**src/hdl/atps_pkg.sv**
```systemverilog
// ----------------------------------------------------------------------------
// atps_pkg
// Item types, event codes and the note table of the alert tone sequencer.
// ----------------------------------------------------------------------------
`default_nettype none

package atps_pkg;

  localparam logic [1:0] MODE_TICK       = 2'd0;
  localparam logic [1:0] MODE_TRANSITION = 2'd1;
  localparam logic [1:0] MODE_MUTE       = 2'd2;

  localparam logic [1:0] KIND_SILENT     = 2'd0;
  localparam logic [1:0] KIND_HUMAN      = 2'd1;
  localparam logic [1:0] KIND_COMPLETED  = 2'd2;
  localparam logic [1:0] KIND_ERROR      = 2'd3;

  localparam logic [2:0] NOTE_LAST       = 3'd6;

  typedef struct packed {
    logic [1:0]  mode;
    logic [31:0] now;
    logic [1:0]  alert_kind;
    logic        mute_value;
  } in_item_t;

  typedef struct packed {
    logic        tone_start;
    logic [15:0] tone_freq_hz;
    logic [15:0] tone_length_ms;
    logic        tone_stop;
    logic        is_playing;
    logic        is_muted;
  } out_item_t;

  typedef struct packed {
    logic        playing;
    logic [1:0]  pattern_choice;
    logic [1:0]  note_position;
    logic [31:0] next_due_time;
    logic        mute_flag;
  } seq_state_t;

  typedef struct packed {
    logic [15:0] freq;
    logic [15:0] dur;
    logic [15:0] span;
  } note_t;

  function automatic note_t note_lookup(input logic [2:0] idx);
    note_t n;
    unique case (idx)
      3'd0:    n = '{freq: 16'd784,  dur: 16'd110, span: 16'd180};
      3'd1:    n = '{freq: 16'd988,  dur: 16'd110, span: 16'd180};
      3'd2:    n = '{freq: 16'd1175, dur: 16'd150, span: 16'd150};
      3'd3:    n = '{freq: 16'd660,  dur: 16'd100, span: 16'd155};
      3'd4:    n = '{freq: 16'd880,  dur: 16'd150, span: 16'd150};
      3'd5:    n = '{freq: 16'd440,  dur: 16'd150, span: 16'd220};
      default: n = '{freq: 16'd330,  dur: 16'd220, span: 16'd220};
    endcase
    return n;
  endfunction

  function automatic logic [2:0] pattern_base(input logic [1:0] choice);
    logic [2:0] b;
    unique case (choice)
      KIND_COMPLETED: b = 3'd3;
      KIND_ERROR:     b = 3'd5;
      default:        b = 3'd0;
    endcase
    return b;
  endfunction

  function automatic logic [1:0] pattern_length(input logic [1:0] choice);
    logic [1:0] l;
    unique case (choice)
      KIND_HUMAN:     l = 2'd3;
      KIND_COMPLETED: l = 2'd2;
      KIND_ERROR:     l = 2'd2;
      default:        l = 2'd0;
    endcase
    return l;
  endfunction

endpackage

`default_nettype wire

```
**src/hdl/atps_step.sv**
```systemverilog
// ----------------------------------------------------------------------------
// atps_step
// Next state and result item for one event, from the current state.
// ----------------------------------------------------------------------------
`default_nettype none

module atps_step (
  input  atps_pkg::in_item_t   item,
  input  atps_pkg::seq_state_t state,
  output atps_pkg::seq_state_t state_next,
  output atps_pkg::out_item_t  result
);

  logic [31:0]   elapsed;
  logic [3:0]    idx_sum;
  logic [2:0]    note_idx;
  atps_pkg::note_t note;

  assign elapsed  = item.now - state.next_due_time;
  assign idx_sum  = {1'b0, atps_pkg::pattern_base(state.pattern_choice)}
                  + {2'b00, state.note_position};
  assign note_idx = (idx_sum > {1'b0, atps_pkg::NOTE_LAST}) ? atps_pkg::NOTE_LAST
                                                            : idx_sum[2:0];
  assign note     = atps_pkg::note_lookup(note_idx);

  always_comb begin
    state_next = state;
    result     = '0;
    unique case (item.mode)
      atps_pkg::MODE_TRANSITION: begin
        state_next.playing        = 1'b0;
        state_next.pattern_choice = atps_pkg::KIND_SILENT;
        state_next.note_position  = 2'd0;
        result.tone_stop          = 1'b1;
        if (!state.mute_flag && item.alert_kind != atps_pkg::KIND_SILENT) begin
          state_next.playing        = 1'b1;
          state_next.pattern_choice = item.alert_kind;
          state_next.next_due_time  = item.now;
        end
      end
      atps_pkg::MODE_TICK: begin
        if (state.playing && !elapsed[31]) begin
          if (state.note_position >= atps_pkg::pattern_length(state.pattern_choice)) begin
            state_next.playing        = 1'b0;
            state_next.pattern_choice = atps_pkg::KIND_SILENT;
            state_next.note_position  = 2'd0;
            result.tone_stop          = 1'b1;
          end else begin
            state_next.note_position = state.note_position + 2'd1;
            state_next.next_due_time = item.now + {16'd0, note.span};
            result.tone_start        = 1'b1;
            result.tone_freq_hz      = note.freq;
            result.tone_length_ms    = note.dur;
          end
        end
      end
      atps_pkg::MODE_MUTE: begin
        if (state.mute_flag != item.mute_value) begin
          state_next.mute_flag = item.mute_value;
          if (item.mute_value) begin
            state_next.playing        = 1'b0;
            state_next.pattern_choice = atps_pkg::KIND_SILENT;
            state_next.note_position  = 2'd0;
            result.tone_stop          = 1'b1;
          end
        end
      end
      default: begin
      end
    endcase
    result.is_playing = state_next.playing;
    result.is_muted   = state_next.mute_flag;
  end

endmodule

`default_nettype wire

```
**src/hdl/alert_tone_pattern_sequencer.sv**
```systemverilog
// ----------------------------------------------------------------------------
// alert_tone_pattern_sequencer
// Plays fixed alert tone patterns on tick, transition and mute events.
// ----------------------------------------------------------------------------
// Usage:
//   Events enter on in_valid/in_ready/in_data: a time tick, a state transition
//   naming an alert kind, or a mute setting. Every accepted event yields
//   exactly one result item on out_valid/out_ready/out_data, telling whether a
//   note starts (with its frequency and length), whether the speaker must stop,
//   and the playing and mute flags after the event.
//   The result is registered on the edge that accepts the event. Throughput
//   is one event per cycle while the receiver keeps up; the table lookup,
//   the deadline subtract and the re-arm add all settle before that edge.
//   in_ready is high whenever the result register is empty or being drained
//   in the same cycle, so a stalled receiver holds the result and stalls the
//   input after one item.
//   Reset clears the pattern state, the deadline and the mute flag, and
//   empties the result register.
// ----------------------------------------------------------------------------
`default_nettype none

module alert_tone_pattern_sequencer (
  input  logic                clk,
  input  logic                rst,
  input  logic                in_valid,
  output logic                in_ready,
  input  atps_pkg::in_item_t  in_data,
  output logic                out_valid,
  input  logic                out_ready,
  output atps_pkg::out_item_t out_data
);

  atps_pkg::seq_state_t state;
  atps_pkg::seq_state_t state_next;
  atps_pkg::out_item_t  result;
  logic                 accept;

  assign in_ready = !out_valid || out_ready;
  assign accept   = in_valid && in_ready;

  atps_step u_step (
    .item       (in_data),
    .state      (state),
    .state_next (state_next),
    .result     (result)
  );

  always_ff @(posedge clk) begin
    if (rst) begin
      state     <= '0;
      out_valid <= 1'b0;
    end else begin
      if (accept) begin
        state <= state_next;
      end
      if (accept) begin
        out_valid <= 1'b1;
      end else if (out_ready) begin
        out_valid <= 1'b0;
      end
    end
  end

  always_ff @(posedge clk) begin
    if (accept) begin
      out_data <= result;
    end
  end

endmodule

`default_nettype wire

```
**config.mk**
```make
export PLATFORM = sky130hd
export DESIGN_NAME = alert_tone_pattern_sequencer
export DESIGN_NICKNAME = d
export VERILOG_FILES = /design/src/hdl/atps_pkg.sv /design/src/hdl/atps_step.sv /design/src/hdl/alert_tone_pattern_sequencer.sv
export SDC_FILE = /design/constraint.sdc
export NUM_CORES = 1
export LEC_CHECK = 0
export BUFFER_PORTS_ARGS = -buffer_cell sky130_fd_sc_hd__buf_2
export CORE_AREA = 2 2 88 90
export CTS_CLUSTER_DIAMETER = 200
export DETAILED_ROUTE_END_ITERATION = 8
export DIE_AREA = 0 0 90 92
export PLACE_DENSITY = 0.88
export SLEW_MARGIN = 20
export SYNTH_ARGS = -nofsm -noshare
export SYNTH_HDL_FRONTEND = slang
export SYNTH_SLANG_ARGS = --single-unit
export TNS_END_PERCENT = 100
```
**constraint.sdc**
```tcl
create_clock -name clk -period 11.85 [get_ports clk]
set_clock_uncertainty 0.2 [all_clocks]
set_input_delay 2.37 -clock clk [delete_from_list [all_inputs] [get_ports clk]]
set_output_delay 2.37 -clock clk [all_outputs]
set_load 0.01 [all_outputs]
```
== Word level (Yosys, flattened, before mapping) ==
Index checks and enable logic that the tools add are counted.

* Bits in registers: 75
* Bits in latches: 0
* RAM bits: 0
* Memory bits (read-only): 0
* Input bits: 41
* Output and inout bits: 38
* Logic and storage cells: 82
* Memories: 0

* Add/subtract/negate cells: 4
* Multiply operators: 0
* Div/mod/pow operators: 0
* $lt $le $gt $ge: 2
* Eq/ne operators: 17
* Shift operators: 0
* Muxes and demuxes: 26
* Bitwise logic cells: 2
* Reductions and logical operators: 19

{| class="wikitable"
|+ Operators by type and width
! kind !! number
|-
| case mux 43 bit (6 select lines) || 1
|-
| two-way mux 32 bit || 2
|-
| case mux 32 bit (2 select lines) || 1
|-
| two-way mux 37 bit || 1
|-
| two-way mux 33 bit || 1
|-
| adder 32 x 16 -> 32 bit || 1
|-
| subtractor 32 bit || 1
|-
| case mux 5 bit (3 select lines) || 1
|-
| two-way mux 5 bit || 2
|-
| AND reduction 5 bit || 2
|-
| two-way mux 3 bit || 3
|-
| two-way mux 1 bit || 8
|-
| inequality test 2 x 1 -> 1 bit, second input constant || 4
|-
| == test 2 bit, second input constant || 3
|-
| == test 3 x 2 -> 1 bit, second input constant || 2
|-
| == test 3 bit, second input constant || 2
|-
| two-way mux 2 bit || 3
|-
| case mux 3 bit (2 select lines) || 1
|-
| AND reduction 6 bit || 1
|-
| nonzero test 2 bit || 3
|-
| adder 3 x 2 -> 4 bit || 1
|-
| == test 2 x 1 -> 1 bit, second input constant || 2
|-
| > comparator 4 x 3 -> 1 bit, second input constant || 1
|-
| inequality test 2 bit, second input constant || 2
|-
| other kinds (16) || 21
|}

== Depth between registers and ports, before layout ==
* Depth after elaboration: 11
* Gate-level depth with buffers: 17

== By module ==
A second synthesis with hierarchy kept.

* Cells, all modules: 661
* Area total of the unflattened synthesis: 5,883.1 µm²

{| class="wikitable"
|+ Modules (own cells, without submodules)
! module !! instances !! cells an instance !! area an instance (µm²) !! seq. area each (µm²)
|-
| atps_step || 1 || 446 || 2,945.3 || 0.0
|-
| alert_tone_pattern_sequencer || 1 || 215 || 2,937.8 || 1,861.8
|}

== Worst setup path before layout ==
OpenSTA, ideal clock, no wires.

* Path kind: input to output
* Start: input out_ready
* End: output in_ready
* Data arrival time: 2.553 ns
* Required time: 9.280 ns
* Slack: 6.727 ns
* Stages: 1
* Cells stage by stage: nand2b_1

* Word-level cells in the longest chain between the ends: 1

{| class="wikitable"
|+ Ends and longest elaborated chain
! what !! RTL line !! RTL
|-
| start, declared || alert_tone_pattern_sequencer.sv:29 || <nowiki>input logic out_ready,</nowiki>
|-
| logical OR 1 bit || alert_tone_pattern_sequencer.sv:38 || <nowiki>assign in_ready = !out_valid || out_ready;</nowiki>
|-
| end, declared || alert_tone_pattern_sequencer.sv:26 || <nowiki>output logic in_ready,</nowiki>
|}

Every way passes these cells.

== Worst setup path in the final report ==
* Start: input in_data[25] (netlist bit)
* End: register, netlist name state[4]

* Word-level cells in the longest chain between the ends: 5

{| class="wikitable"
|+ Ends and longest elaborated chain
! what !! RTL line !! RTL
|-
| start, declared || alert_tone_pattern_sequencer.sv:27 || <nowiki>input atps_pkg::in_item_t in_data,</nowiki>
|-
| subtractor 32 bit || atps_step.sv:19 || <nowiki>assign elapsed = item.now - state.next_due_time;</nowiki>
|-
| logical NOT 1 bit || atps_step.sv:42 || <nowiki>if (state.playing && !elapsed[31]) begin</nowiki>
|-
| logical AND 1 bit || atps_step.sv:42 ||
|-
| inequality test 2 x 1 -> 1 bit (no line) || -- ||
|-
| AND reduction 5 bit (no line) || -- ||
|}

Every way passes these cells.
A chain may end at the register's enable or synchronous reset.

==> metrics.md <==
| Metric | Value |
|---|---|
| CTS Buf Count | 9 |
| Die width | 90 um |
| Sink Count | 59 |
| Root Driver | clkbuf_8 |
| Layout cells sized above 1 | 20.7% |
| Iteration-0 DRC count of the detailed router | 204 |
| CTS tree | built |
| Top post-synthesis cells by area | dfxtp_1 18%, edfxtp_1 14%, ha_1 12% |
| Status | completed |
| CP Max Fanout | 30 |
| Post-route ant nets | 0 |
| Number of global-route vias before repair | 3804 |
| Met1 Use GR | 28.8% |
| Die Y | 92 um |
| Most frequent cell after synthesis | inv_1 |
| Routability cong. | 0.935 |
| Cell taking the most area after synthesis | dfxtp_1 |
| Largest buffer count on any clock path | 2 |
| Post-Syn Instances | 504 |
| IO Port Bufs | 64 |
| # DRC | 0 |
| Tmin final | 5.64 ns |
| Dominant synthesized flop cell | dfxtp_1 |
| Starting Density | 58.8% |
| Worst relative slew slack | 29.0% |
| Synth cell types | 54 |
| Number of enable flip-flop cells after synthesis | 20 |
| TritonRoute pass-1 iters | 5 |
| PD cells | 99.3 nW/um^2 |
| Final instance area | 4820 um^2 |
| Flop2flop setup slack | 7.44 ns |
| Ant. Diodes | 0 |
| Worst Hold Class | register to register |
| Initial antenna violation count | 0 |
| Share of the synthesized area in the top cell type | 17.8% |
| Fillers | 618 |
| Post-layout util | 64.8% |
| Crit end category | register |
| Final Slew Violations | 0 |
| Layout area overhead | 10.2% |
| Avg Synthesized Cell Area | 8.68 um^2 |
| Seq/Total Area, Yosys | 31.6% |
| Worst-Margin Slew | 1.06 ns |
| Leakage | 1.93 nW |
| I/O pin total | 79 |
| Worst r2r path cells | 16 |
| GRT Total Usage | 24.5% |
| Post-Place Cell Area | 4650 um^2 |
| Dpl hpwl | 6940 um |
| Worst path arrival time | 5.68 ns |
| Final setup viols | 0 |
| Post-CTS Resized | 0 |
| First-pass GRT wire length | 16700 um |
| Seq cells post-synth | 59 |
| Routed wire length | 9580 um |
| Row cnt | 32 |
| GR met3 Demand/Resource | 4.60% |
| Die area | 8280 um^2 |
| H-Tree Depth | 3 |
| RSZ-0062 raised after global routing | no |
| Via Count | 3794 |
| Syn. warnings | 0 |
| GR Layer Usage met2 | 43.9% |
| Largest net degree at the start of global routing | 43 |
| Max Cap Viol | 0 |
| Clk_lat worst skew | 0.35 ns |
| Via density | 5.72 |
| Core Box Area | 7450 um^2 |
| Share of flip-flops with an asynchronous set or reset | 0% |
| Max VDD drop | 0.0654 mV |
| Post-synth top cells | 47 x inv_1, 41 x ha_1, 40 x nor3_1 |
| Per-cell routed wire length | 14.4 um |
| Setup_tns | 0 ns |
| Period utilisation layout | 47.6% |
| Synth Cell Area | 4380 um^2 |
| Startpoint Class | input pin |
| Clock slew at reported path FFs | 0.07 ns |
| Hold buffer count at CTS | 0 |
| F_max | 0.177 GHz |
| Final #Nets | 640 |
| Remaining Overflow, GRT | 0 |
| CP Data Required Time | 11.89 ns |
| Hold Path Depth | 2 |
| Final hold vios | 0 |
| GRT busiest layer | met2 |
| Setup CP Type | input pin to register |
| Setup Buffers After CTS | 0 |
==> worst max-delay path, cell delays in order <==
cell and delay, ns:
buf_2 0.13, ha_1 0.34, a41oi_2 0.20, o21ai_1 0.12, a221oi_2 0.29, o211ai_1 0.20
nand4_1 0.15, nand2_1 0.60, or2_2 0.88, o221a_2 0.40
==> cells in the final DEF, fill, tap and decap left out, types with 2 or more instances in the layout <==
cell / Yosys / routed
buf_2: 5 / 64
inv_1: 47 / 47
ha_1: 41 / 41
nor3_1: 40 / 40
dfxtp_1: 39 / 39
nand2_1: 36 / 36
nor2_1: 35 / 35
a21oi_1: 25 / 25
a211oi_2: 21 / 21
xnor2_1: 20 / 20
edfxtp_1: 20 / 20
nand3_1: 14 / 14
o21ai_0: 14 / 14
xor2_1: 14 / 14
conb_1: 1 / 14
a211oi_1: 13 / 13
nand4_1: 11 / 11
clkbuf_8: 0 / 9
a21o_1: 8 / 8
nor2b_1: 7 / 7
nand2b_1: 6 / 6
nor4_1: 5 / 5
or3_1: 5 / 5
and2_1: 4 / 4
o221a_2: 4 / 4
clkinv_2: 0 / 4
and3_1: 3 / 3
nor4b_1: 3 / 3
or2_2: 2 / 2
o22ai_1: 2 / 2
a22o_1: 2 / 2
o41ai_1: 2 / 2
o31ai_1: 2 / 2
fa_1: 2 / 2
clkinv_4: 0 / 2
==> flip-flops by register name, indices dropped and copies added (netlist names) <==
signal and cells:
out_data 20, out_valid 1, state 38
==> routing by layer <==
layer  vias up  share of wire, %
met5         -                 0
met4         0               2.2
met3        23               5.3
met2       140                50
met1      1750                43
li1       1881                 -
==> area by class of cell <==
type                    count  area (um^2)  area share (%)
multi-input cells         374         2640            54.7
well taps                 102          128            2.65
clock inverters             7         45.0           0.934
inverters                  47          176            3.66
repair buffers             65          328            6.80
flip-flops and latches     59         1380            28.6
clock buffers               9          124            2.57
==> report_power, final <==
| group | total [mW] | switching (mW) | internal (mW) |
|---|---|---|---|
| combinational | 0.0974 | 0.0596 | 0.0377 |
| clock | 0.159 | 0.0839 | 0.0747 |
| sequential | 0.223 | 0.00432 | 0.219 |
==> final timing paths <==
| path | start | to |
|---|---|---|
| worst max-delay path | in_data[25] | state[4]$_SDFFE_PP0P_ |
| worst min-delay path | out_valid$_SDFFE_PP0P_ | out_valid$_SDFFE_PP0P_ |
| worst max register to register | state[36]$_SDFFE_PP0P_ | state[19]$_SDFFE_PP0P_ |
| worst min register to register | out_valid$_SDFFE_PP0P_ | out_valid$_SDFFE_PP0P_ |
==> stage by stage <==
stage               worst slack [ns]  instances  power [mW]  hold slack [ns]
finish                          6.21        663       0.479            0.334
global route                    6.07        663       0.502            0.361
CTS                             6.24        663       0.480            0.333
detailed placement              5.88        647       0.322            0.307
global placement                6.10        647       0.317            0.298
floorplan                       6.73        517       0.296            0.274
==> cells by family after synthesis <==
kind of cell,synth area share [%]
AND/OR/NAND/NOR,20.0
buffers and inverters,9.32
AO/OA/AOI/OAI,19.4
other,0.0857
XOR/XNOR,6.80
multiplexers,0.229
adder cells (fa/ha/maj),12.6
flip-flops,31.6
Note: power is estimated with default switching activity, not from simulation.
